### src/rtl/ifa_pkg.sv
package ifa_pkg;

  typedef enum logic [2:0] {
    ST_IDLE,
    ST_CONV,
    ST_SCAN,
    ST_CALC,
    ST_SIZE,
    ST_LIMIT,
    ST_EMIT,
    ST_EMPTY
  } state_t;

  typedef enum logic [2:0] {
    SEG_LEAD,
    SEG_SIGN,
    SEG_PFX0,
    SEG_PFXX,
    SEG_ZERO,
    SEG_PAD,
    SEG_DIG,
    SEG_TRAIL
  } seg_t;

  localparam logic [1:0] RADIX_OCT = 2'd0;
  localparam logic [1:0] RADIX_DEC = 2'd1;

  localparam int FLAG_PLUS  = 0;
  localparam int FLAG_SPACE = 1;
  localparam int FLAG_ALT   = 2;
  localparam int FLAG_ZERO  = 3;
  localparam int FLAG_LEFT  = 4;
  localparam int FLAG_UPPER = 5;

  localparam logic [7:0] CH_SPACE = 8'h20;
  localparam logic [7:0] CH_PLUS  = 8'h2B;
  localparam logic [7:0] CH_MINUS = 8'h2D;
  localparam logic [7:0] CH_ZERO  = 8'h30;
  localparam logic [7:0] CH_UX    = 8'h58;
  localparam logic [7:0] CH_LX    = 8'h78;
  localparam logic [7:0] CH_UA    = 8'h41;
  localparam logic [7:0] CH_LA    = 8'h61;

  typedef struct packed {
    logic clear;
    logic shift;
    logic bit_in;
    logic is_oct;
    logic is_dec;
  } chain_ctl_t;

  function automatic logic [7:0] digit_char(input logic [3:0] d, input logic upper);
    logic [7:0] base;
    base = upper ? CH_UA : CH_LA;
    if (d < 4'd10) digit_char = CH_ZERO + {4'b0, d};
    else digit_char = base + {4'b0, d} - 8'd10;
  endfunction

endpackage

### src/rtl/integer_to_ascii_formatter_unit.sv
// channel   | signals                                          | handshake
// request   | magnitude .. space_left                          | start & !busy
// character | out_char, last, empty_res, written_count         | strobe, one cycle
//
// a transaction runs a bit-serial digit conversion of all VALUE_BITS bits, a
// leading-digit scan and the setup states CALC, SIZE and LIMIT, then forms one
// output character per cycle, but for the segment boundaries, seven at most, where
// none is formed; each character shows on the ports in the cycle after it is formed.
// rst is synchronous and returns the unit to idle with no strobe pending.
// the receiver cannot stall; busy falls in the cycle that shows the last character.
module integer_to_ascii_formatter_unit #(
  parameter int VALUE_BITS = 64,
  parameter int MAX_OUT    = 64,
  parameter int MAX_DIGITS = 22
) (
  input  logic              clk,
  input  logic              rst,
  input  logic              start,
  output logic              busy,
  input  logic [63:0]       magnitude,
  input  logic              signed_conv,
  input  logic              is_negative,
  input  logic [1:0]        radix_sel,
  input  logic [5:0]        flag_bits,
  input  logic signed [6:0] precision,
  input  logic              precision_zero,
  input  logic signed [6:0] min_width,
  input  logic [6:0]        space_left,
  output logic              strobe,
  output logic [7:0]        out_char,
  output logic              last,
  output logic              empty_res,
  output logic [6:0]        written_count
);
  import ifa_pkg::*;

  localparam int IDX_W = $clog2(MAX_DIGITS);
  localparam int NW    = $clog2(MAX_DIGITS + 1);
  localparam int BW    = (VALUE_BITS > 1) ? $clog2(VALUE_BITS) : 1;

  state_t state, state_next;
  seg_t   seg, seg_next;

  logic [VALUE_BITS-1:0] val_sr;
  logic [BW-1:0]         bit_cnt;
  logic                  nz;
  logic                  r_sconv, r_neg, r_pz;
  logic [1:0]            r_radix;
  logic [5:0]            r_flags;
  logic signed [6:0]     r_prec, r_fw;
  logic [6:0]            lim;
  logic [NW-1:0]         n;
  logic [IDX_W-1:0]      rd_idx;
  logic [6:0]            prec_eff;
  logic [8:0]            fwp;
  logic [1:0]            pfx;
  logic                  has_sign;
  logic [7:0]            sign_char;
  logic                  alt_zero, blank;
  logic [6:0]            lead, zero_cnt, zpad, trail;
  logic [7:0]            total;
  logic [6:0]            total_out;
  logic [6:0]            seg_cnt, seg_len_next, out_cnt;

  logic       accept, emit, emit_last, scan_hit, conv_done;
  logic       is_oct, is_dec, is_hex;
  logic [3:0] rd_digit;
  logic       ovf;
  logic [7:0] char_c;
  logic [6:0] padn_c, total_out_c;
  chain_ctl_t chain_ctl;

  assign busy   = (state != ST_IDLE);
  assign accept = start && !busy;
  assign is_oct = (r_radix == RADIX_OCT);
  assign is_dec = (r_radix == RADIX_DEC);
  assign is_hex = !is_oct && !is_dec;

  ifa_digit_chain #(.MAX_DIGITS(MAX_DIGITS), .IDX_W(IDX_W)) u_chain (
    .clk      (clk),
    .ctl      (chain_ctl),
    .rd_idx   (rd_idx),
    .rd_digit (rd_digit),
    .ovf      (ovf)
  );

  always_comb begin
    chain_ctl.clear  = accept;
    chain_ctl.shift  = (state == ST_CONV);
    chain_ctl.bit_in = val_sr[VALUE_BITS-1];
    chain_ctl.is_oct = is_oct;
    chain_ctl.is_dec = is_dec;
    conv_done   = (bit_cnt == '0);
    scan_hit    = ovf || (rd_digit != 4'd0) || (rd_idx == '0);
    emit        = (state == ST_EMIT) && (seg_cnt != 7'd0);
    emit_last   = emit && (out_cnt == total_out - 7'd1);
    padn_c      = (alt_zero || fwp[8] || fwp == 9'd0) ? 7'd0 : fwp[6:0];
    total_out_c = (total > {1'b0, lim}) ? lim : total[6:0];
  end

  always_comb begin
    state_next = state;
    unique case (state)
      ST_IDLE:  if (accept) begin
                  if (precision_zero && (min_width[6] || min_width == 7'sd0))
                    state_next = ST_EMPTY;
                  else
                    state_next = ST_CONV;
                end
      ST_CONV:  if (conv_done) state_next = ST_SCAN;
      ST_SCAN:  if (scan_hit) state_next = ST_CALC;
      ST_CALC:  state_next = ST_SIZE;
      ST_SIZE:  state_next = ST_LIMIT;
      ST_LIMIT: state_next = (total_out_c == 7'd0) ? ST_EMPTY : ST_EMIT;
      ST_EMIT:  if (emit_last) state_next = ST_IDLE;
      ST_EMPTY: state_next = ST_IDLE;
      default:  state_next = ST_IDLE;
    endcase
  end

  always_comb begin
    unique case (seg)
      SEG_LEAD:  seg_next = SEG_SIGN;
      SEG_SIGN:  seg_next = SEG_PFX0;
      SEG_PFX0:  seg_next = SEG_PFXX;
      SEG_PFXX:  seg_next = SEG_ZERO;
      SEG_ZERO:  seg_next = SEG_PAD;
      SEG_PAD:   seg_next = SEG_DIG;
      SEG_DIG:   seg_next = SEG_TRAIL;
      SEG_TRAIL: seg_next = SEG_TRAIL;
      default:   seg_next = SEG_TRAIL;
    endcase
    unique case (seg_next)
      SEG_LEAD:  seg_len_next = lead;
      SEG_SIGN:  seg_len_next = {6'd0, has_sign};
      SEG_PFX0:  seg_len_next = {6'd0, pfx != 2'd0};
      SEG_PFXX:  seg_len_next = {6'd0, pfx == 2'd2};
      SEG_ZERO:  seg_len_next = zero_cnt;
      SEG_PAD:   seg_len_next = zpad;
      SEG_DIG:   seg_len_next = 7'(n);
      SEG_TRAIL: seg_len_next = trail;
      default:   seg_len_next = 7'd0;
    endcase
    unique case (seg)
      SEG_SIGN:  char_c = sign_char;
      SEG_PFX0:  char_c = CH_ZERO;
      SEG_PFXX:  char_c = r_flags[FLAG_UPPER] ? CH_UX : CH_LX;
      SEG_ZERO:  char_c = CH_ZERO;
      SEG_PAD:   char_c = CH_ZERO;
      SEG_DIG:   char_c = blank ? CH_SPACE : digit_char(rd_digit, r_flags[FLAG_UPPER]);
      default:   char_c = CH_SPACE;
    endcase
  end

  always_ff @(posedge clk) begin
    if (rst) begin
      state  <= ST_IDLE;
      strobe <= 1'b0;
    end else begin
      state  <= state_next;
      strobe <= emit || (state == ST_EMPTY);
    end
  end

  always_ff @(posedge clk) begin
    out_char      <= emit ? char_c : 8'd0;
    last          <= emit_last || (state == ST_EMPTY);
    empty_res     <= (state == ST_EMPTY);
    written_count <= emit_last ? out_cnt + 7'd1 : 7'd0;

    unique case (state)
      ST_IDLE: if (accept) begin
        val_sr   <= magnitude[VALUE_BITS-1:0];
        bit_cnt  <= BW'(VALUE_BITS - 1);
        nz       <= 1'b0;
        r_sconv  <= signed_conv;
        r_neg    <= is_negative;
        r_radix  <= radix_sel;
        r_flags  <= flag_bits;
        r_prec   <= precision;
        r_pz     <= precision_zero;
        r_fw     <= min_width;
        lim      <= (space_left > 7'(MAX_OUT)) ? 7'(MAX_OUT) : space_left;
      end
      ST_CONV: begin
        nz      <= nz | val_sr[VALUE_BITS-1];
        val_sr  <= val_sr << 1;
        bit_cnt <= bit_cnt - BW'(1);
        rd_idx  <= IDX_W'(MAX_DIGITS - 1);
      end
      ST_SCAN: begin
        if (ovf) n <= NW'(MAX_DIGITS);
        else if (scan_hit) n <= NW'(rd_idx) + NW'(1);
        else rd_idx <= rd_idx - IDX_W'(1);
      end
      ST_CALC: begin
        alt_zero  <= !nz && r_flags[FLAG_ALT];
        blank     <= !nz && r_pz && !r_flags[FLAG_ALT];
        sign_char <= r_neg ? CH_MINUS : (r_flags[FLAG_PLUS] ? CH_PLUS : CH_SPACE);
        if (!nz && r_flags[FLAG_ALT]) begin
          has_sign <= 1'b0;
          pfx      <= 2'd0;
          prec_eff <= 7'd1;
          fwp      <= 9'd0;
        end else begin
          has_sign <= r_sconv && (r_neg || r_flags[FLAG_PLUS] || r_flags[FLAG_SPACE]);
          pfx      <= (r_flags[FLAG_ALT] && !is_dec) ? (is_hex ? 2'd2 : 2'd1) : 2'd0;
          prec_eff <= (r_prec[6] || r_prec < $signed({1'b0, 6'(n)})) ? 7'(n) : r_prec;
          fwp      <= {{2{r_fw[6]}}, r_fw}
                      - {8'd0, r_sconv && (r_neg || r_flags[FLAG_PLUS] || r_flags[FLAG_SPACE])}
                      - ((r_prec[6] || r_prec < $signed({1'b0, 6'(n)})) ? 9'(n) : {2'b0, r_prec})
                      - ((r_flags[FLAG_ALT] && !is_dec) ? (is_hex ? 9'd2 : 9'd1) : 9'd0);
        end
      end
      ST_SIZE: begin
        lead     <= (!r_flags[FLAG_LEFT] && !r_flags[FLAG_ZERO]) ? padn_c : 7'd0;
        zpad     <= (!r_flags[FLAG_LEFT] && r_flags[FLAG_ZERO]) ? padn_c : 7'd0;
        trail    <= r_flags[FLAG_LEFT] ? padn_c : 7'd0;
        zero_cnt <= alt_zero ? 7'd0 : prec_eff - 7'(n);
        total    <= 8'(has_sign) + 8'(pfx) + {1'b0, prec_eff} + {1'b0, padn_c};
        if (alt_zero) n <= NW'(1);
      end
      ST_LIMIT: begin
        total_out <= total_out_c;
        seg       <= SEG_LEAD;
        seg_cnt   <= lead;
        out_cnt   <= 7'd0;
        rd_idx    <= IDX_W'(n - NW'(1));
      end
      ST_EMIT: begin
        if (seg_cnt == 7'd0) begin
          seg     <= seg_next;
          seg_cnt <= seg_len_next;
        end else begin
          seg_cnt <= seg_cnt - 7'd1;
          out_cnt <= out_cnt + 7'd1;
          if (seg == SEG_DIG && rd_idx != '0) rd_idx <= rd_idx - IDX_W'(1);
        end
      end
      default: ;
    endcase
  end

  a_last_frees: assert property (@(posedge clk) disable iff (rst)
    strobe && last |-> !busy) else $error("last character shown while still busy");

  a_mid_busy: assert property (@(posedge clk) disable iff (rst)
    strobe && !last |-> busy) else $error("transaction ended without last");

  a_empty_form: assert property (@(posedge clk) disable iff (rst)
    empty_res |-> strobe && last && written_count == 7'd0) else $error("bad empty result");

  a_accept_busy: assert property (@(posedge clk) disable iff (rst)
    start && !busy |=> busy) else $error("accepted transaction did not start");

  a_count_bound: assert property (@(posedge clk) disable iff (rst)
    strobe && last |-> written_count <= 7'(MAX_OUT)) else $error("count beyond limit");

endmodule

### src/rtl/ifa_digit_chain.sv
module ifa_digit_chain #(
  parameter int MAX_DIGITS = 22,
  parameter int IDX_W = $clog2(MAX_DIGITS)
) (
  input  logic                clk,
  input  ifa_pkg::chain_ctl_t ctl,
  input  logic [IDX_W-1:0]    rd_idx,
  output logic [3:0]          rd_digit,
  output logic                ovf
);
  import ifa_pkg::*;

  logic [3:0]        dig      [MAX_DIGITS];
  logic [3:0]        dig_next [MAX_DIGITS];
  logic [3:0]        corr     [MAX_DIGITS];
  logic [MAX_DIGITS:0] carry;

  // one bit enters per cycle while shift is set, msb first; decimal digits get the add-3 step
  always_comb begin
    carry[0] = ctl.bit_in;
    for (int i = 0; i < MAX_DIGITS; i++) begin
      corr[i] = (ctl.is_dec && dig[i] >= 4'd5) ? dig[i] + 4'd3 : dig[i];
      carry[i+1] = ctl.is_oct ? corr[i][2] : corr[i][3];
      dig_next[i] = ctl.is_oct ? {1'b0, corr[i][1:0], carry[i]} : {corr[i][2:0], carry[i]};
    end
  end

  always_ff @(posedge clk) begin
    if (ctl.clear) begin
      for (int i = 0; i < MAX_DIGITS; i++) dig[i] <= 4'd0;
      ovf <= 1'b0;
    end else if (ctl.shift) begin
      for (int i = 0; i < MAX_DIGITS; i++) dig[i] <= dig_next[i];
      ovf <= ovf | carry[MAX_DIGITS];
    end
  end

  assign rd_digit = dig[rd_idx];

endmodule
### config.mk
export PLATFORM = sky130hd
export DESIGN_NAME = integer_to_ascii_formatter_unit
export DESIGN_NICKNAME = d
export VERILOG_FILES = /design/src/rtl/ifa_pkg.sv /design/src/rtl/integer_to_ascii_formatter_unit.sv /design/src/rtl/ifa_digit_chain.sv
export SDC_FILE = /design/constraint.sdc
export NUM_CORES = 1
export LEC_CHECK = 0
export ABC_AREA = 1
export BUFFER_PORTS_ARGS = -buffer_cell sky130_fd_sc_hd__buf_2
export CAP_MARGIN = 20
export CORE_AREA = 2 2 182 184
export CTS_BUF_LIST = sky130_fd_sc_hd__clkbuf_8
export DETAILED_ROUTE_END_ITERATION = 16
export DIE_AREA = 0 0 184 186
export GPL_TIMING_DRIVEN = 1
export PLACE_DENSITY = 0.73
export SLEW_MARGIN = 5
export SYNTH_ARGS = -nofsm -noshare
export SYNTH_HDL_FRONTEND = slang
export SYNTH_SLANG_ARGS = --single-unit
### constraint.sdc
create_clock -name clk -period 11.92 [get_ports clk]
set_clock_uncertainty 0.1 [all_clocks]
set_input_delay 1.192 -clock clk [delete_from_list [all_inputs] [get_ports clk]]
set_output_delay 1.192 -clock clk [all_outputs]
set_load 0.02 [all_outputs]
==> out/metrics.yaml <==
status: "complete, no violations"
nFillCells: 2805
reg2reg_to: "fwp[8]"
met3_length_mm: 2.98
cp.required_ns: 12.16
area_growth_pct: 10.6
p_total_mw: 4.81
post-place-ws_ns: 7.06
post_cts_buffers: 0
fin_ws_ns: 7.02
synth_top_area_share_pct: 48.7
first_pass_iters: 5
antenna_found_initial: 1
hold_buffers: 0
max-vdd-ir-drop_uv: 151
clkTransAtPathRegs_ns: 0.06
dpl.hpwl_mm: 27.0
core_um2: 32200
ys_seq_area_share_pct: 52.0
drt-total-wl_mm: 38.9
synth_flop_cell: "edfxtp_1"
vias: 13845
clockBufferDepth: 3
cts_buffers: 51
yosys.area.top_type: "edfxtp_1"
holdPathStages: 1
fp.dieH_um: 186
min-delay-start: "r_flags[5]"
fin_nets: 2315
initial_utilization_pct: 54.5
layout.area.seq_um2: 9140
avgSynthCellArea_um2: 8.88
grt_usage_pct: 23.4
dr_wl_met2_mm: 17.4
cp_cell_sequence: "inv_1, ha_1, a21oi_1, nand2_1, a21oi_1, nor2_1, o31ai_1, o21ai_0, ha_1, fa_1, fa_1, inv_1, fa_1, nand3_1, nand2_1, a21oi_1, o21bai_1, and2_1, o21ai_0, nor2_1, nor2_1"
via_per_inst: 5.42
dp.cells: 2462
ff2ff_setup_slack_ns: 7.02
rsz0062_at_grt: "no"
p_clk_share_pct: 17.9
p_sw_mw: 2.01
switching_share_pct: 41.8
cpMaxStageDelayCell: "o31ai_1"
slew_headroom_pct: 27.4
syn_area_um2: 17600
layout_commonest_cell: "nand2_1"
wl_per_cell_um: 15.2
cp-start-kind: "register"
criticalPathCategory: "reg -> reg"
cpPeakStageDelay_ns: 0.79
cts_root_buf: "clkbuf_8"
share_comb_of_total_power_pct: 41.3
critPathMaxFanout: 11
end_kind: "register"
fin_tns_setup_ns: 0
whs_endpoint: "out_char[5]"
clk_latency_ns: 0.60
path_delay_family: "adder cells"
grt_start_max_net_pins: 74
grt_pass1_wl_mm: 64.8
multi_input_area_um2: 7140
worst_slew_pin_slew_ns: 1.08
max_cap_violations: 0
rr_worst_depth: 21
rows: 66
path_buf_inv: 2
period_needed_ns: 4.90
seqPwrFrac_pct: 40.8
timing.final.crit_share_pct: 41.1
port_buffers: 116
maxUsedRoutingLayer: "met5"
final_cell_mix: "nand2_1, inv_1, edfxtp_1"
p_leak_nw: 8.83
post_cts_resized: 0
ys_ff_latch: 314
synthArstFlopShare_pct: 0
cts_tree: "done"
min-delay-path-class: "reg -> reg"
diodes: 0
arrival_ns: 5.14
hold_violations: 0
die_x_um: 184
grt_pass1_vias: 13439
ys_types: 49
finalMaxSlewViolations: 0
antenna_left: 0
max_freq_ghz: 0.204
setup_viol: 0
drtIter0Drc: 1249
dieArea_um2: 34200
synth-edff-count: 285
yosys-top-cells-area: "edfxtp_1, nand2_1, ha_1"
gp_congestion: 0.858
power.density_nw_per_um2: 247
drive_gt1_share_pct: 10.3
wl_met1_mm: 17.9
yosys_warnings: 0
synth_cells: 1979
final_cells: 2553
io_pins: 118
gr-total-overflow: 0
internal_power_mw: 2.80
r2r_start: "n[2]"
h-tree-depth: 2
post-route-drc-count: 0
clock-sinks: 314
==> cells in the mapped netlist (all sizes together) (10+ instances only) <==
cell type / number
nand4: 11
nor2: 181
nand3: 102
clkbuf: 28
a21oi: 150
xor2: 35
a31oi: 19
o22ai: 14
nand2: 511
ha: 101
xnor2: 10
inv: 279
dfxtp: 29
buf: 27
edfxtp: 285
o21ai: 109
a221oi: 11
nor3: 13
==> how the worst max path moves through the flow <==
stage / startpoint / end / slack, ns / cells after the start
floorplan: state[1] / bit_cnt[0] / 5.28 / 5
global placement: n[2] / fwp[8] / 7.20 / 21
detailed placement: n[2] / fwp[8] / 7.06 / 21
CTS: n[2] / fwp[8] / 7.03 / 21
global route: n[2] / fwp[8] / 6.53 / 21
finish: n[2] / fwp[8] / 7.02 / 21
==> sequential cells by signal (all words and copies together) (netlist names), 5 cells and up, named ones only <==
name and flops:
bit_cnt 6, total 8, trail 7, r_fw 7
n 5, u_chain.dig 88, fwp 9, out_char 7
r_flags 6, zero_cnt 7, lim 7, total_out 7
written_count 7, lead 7, r_prec 7, rd_idx 5
out_cnt 7, zpad 7, prec_eff 7, val_sr 64
seg_cnt 7
==> logic make-up (layout without fill, tap and decap cells) <==
family,count (synthesis),after routing,synth area share (%)
and+or+nand+nor,840,840,19.5
adders and majority gates,109,109,8.11
AOI/OAI and AO/OA,335,335,10.5
xor gates and xnor gates,45,45,2.24
other,2,4,0.0428
DFF,314,314,52.0
buffers and inverters,334,498,7.49
==> layer usage <==
layer	vias to the layer above	GRT usage, %
met5	-	0
met4	2	6.98
met3	60	4.50
met2	499	36.9
met1	6445	33.0
li1	6839	-
==> power groups by stage <==
stage	clock network (mW)	registers, mW	logic, mW
4_1_cts	0.875	1.96	1.97
2_1_floorplan	0	1.93	1.50
3_3_place_gp	0	1.96	1.89
6_report	0.861	1.96	1.98
5_1_grt	0.923	2.01	2.28
3_5_place_dp	0	1.97	1.96
==> metrics by stage <==
step | utilization (%) | hold slack [ns] | instance area [um2]
2_1_floorplan | - | 0.331 | 17600
3_3_place_gp | 57.5 | 0.367 | 18500
3_5_place_dp | 57.5 | 0.356 | 18500
4_1_cts | 60.3 | 0.379 | 19400
5_1_grt | 60.3 | 0.411 | 19400
6_report | 60.3 | 0.382 | 19400
==> cell type report <==
cell class,instances,area share [%]
Multi-Input combinational cell,1333,36.8
Clock buffer,56,3.97
Clock inverter,35,0.766
Inverter,279,5.39
Tap cell,408,2.63
Sequential cell,314,47.0
Timing Repair Buffer,128,3.45
Note: power is estimated with default switching activity, not from simulation.
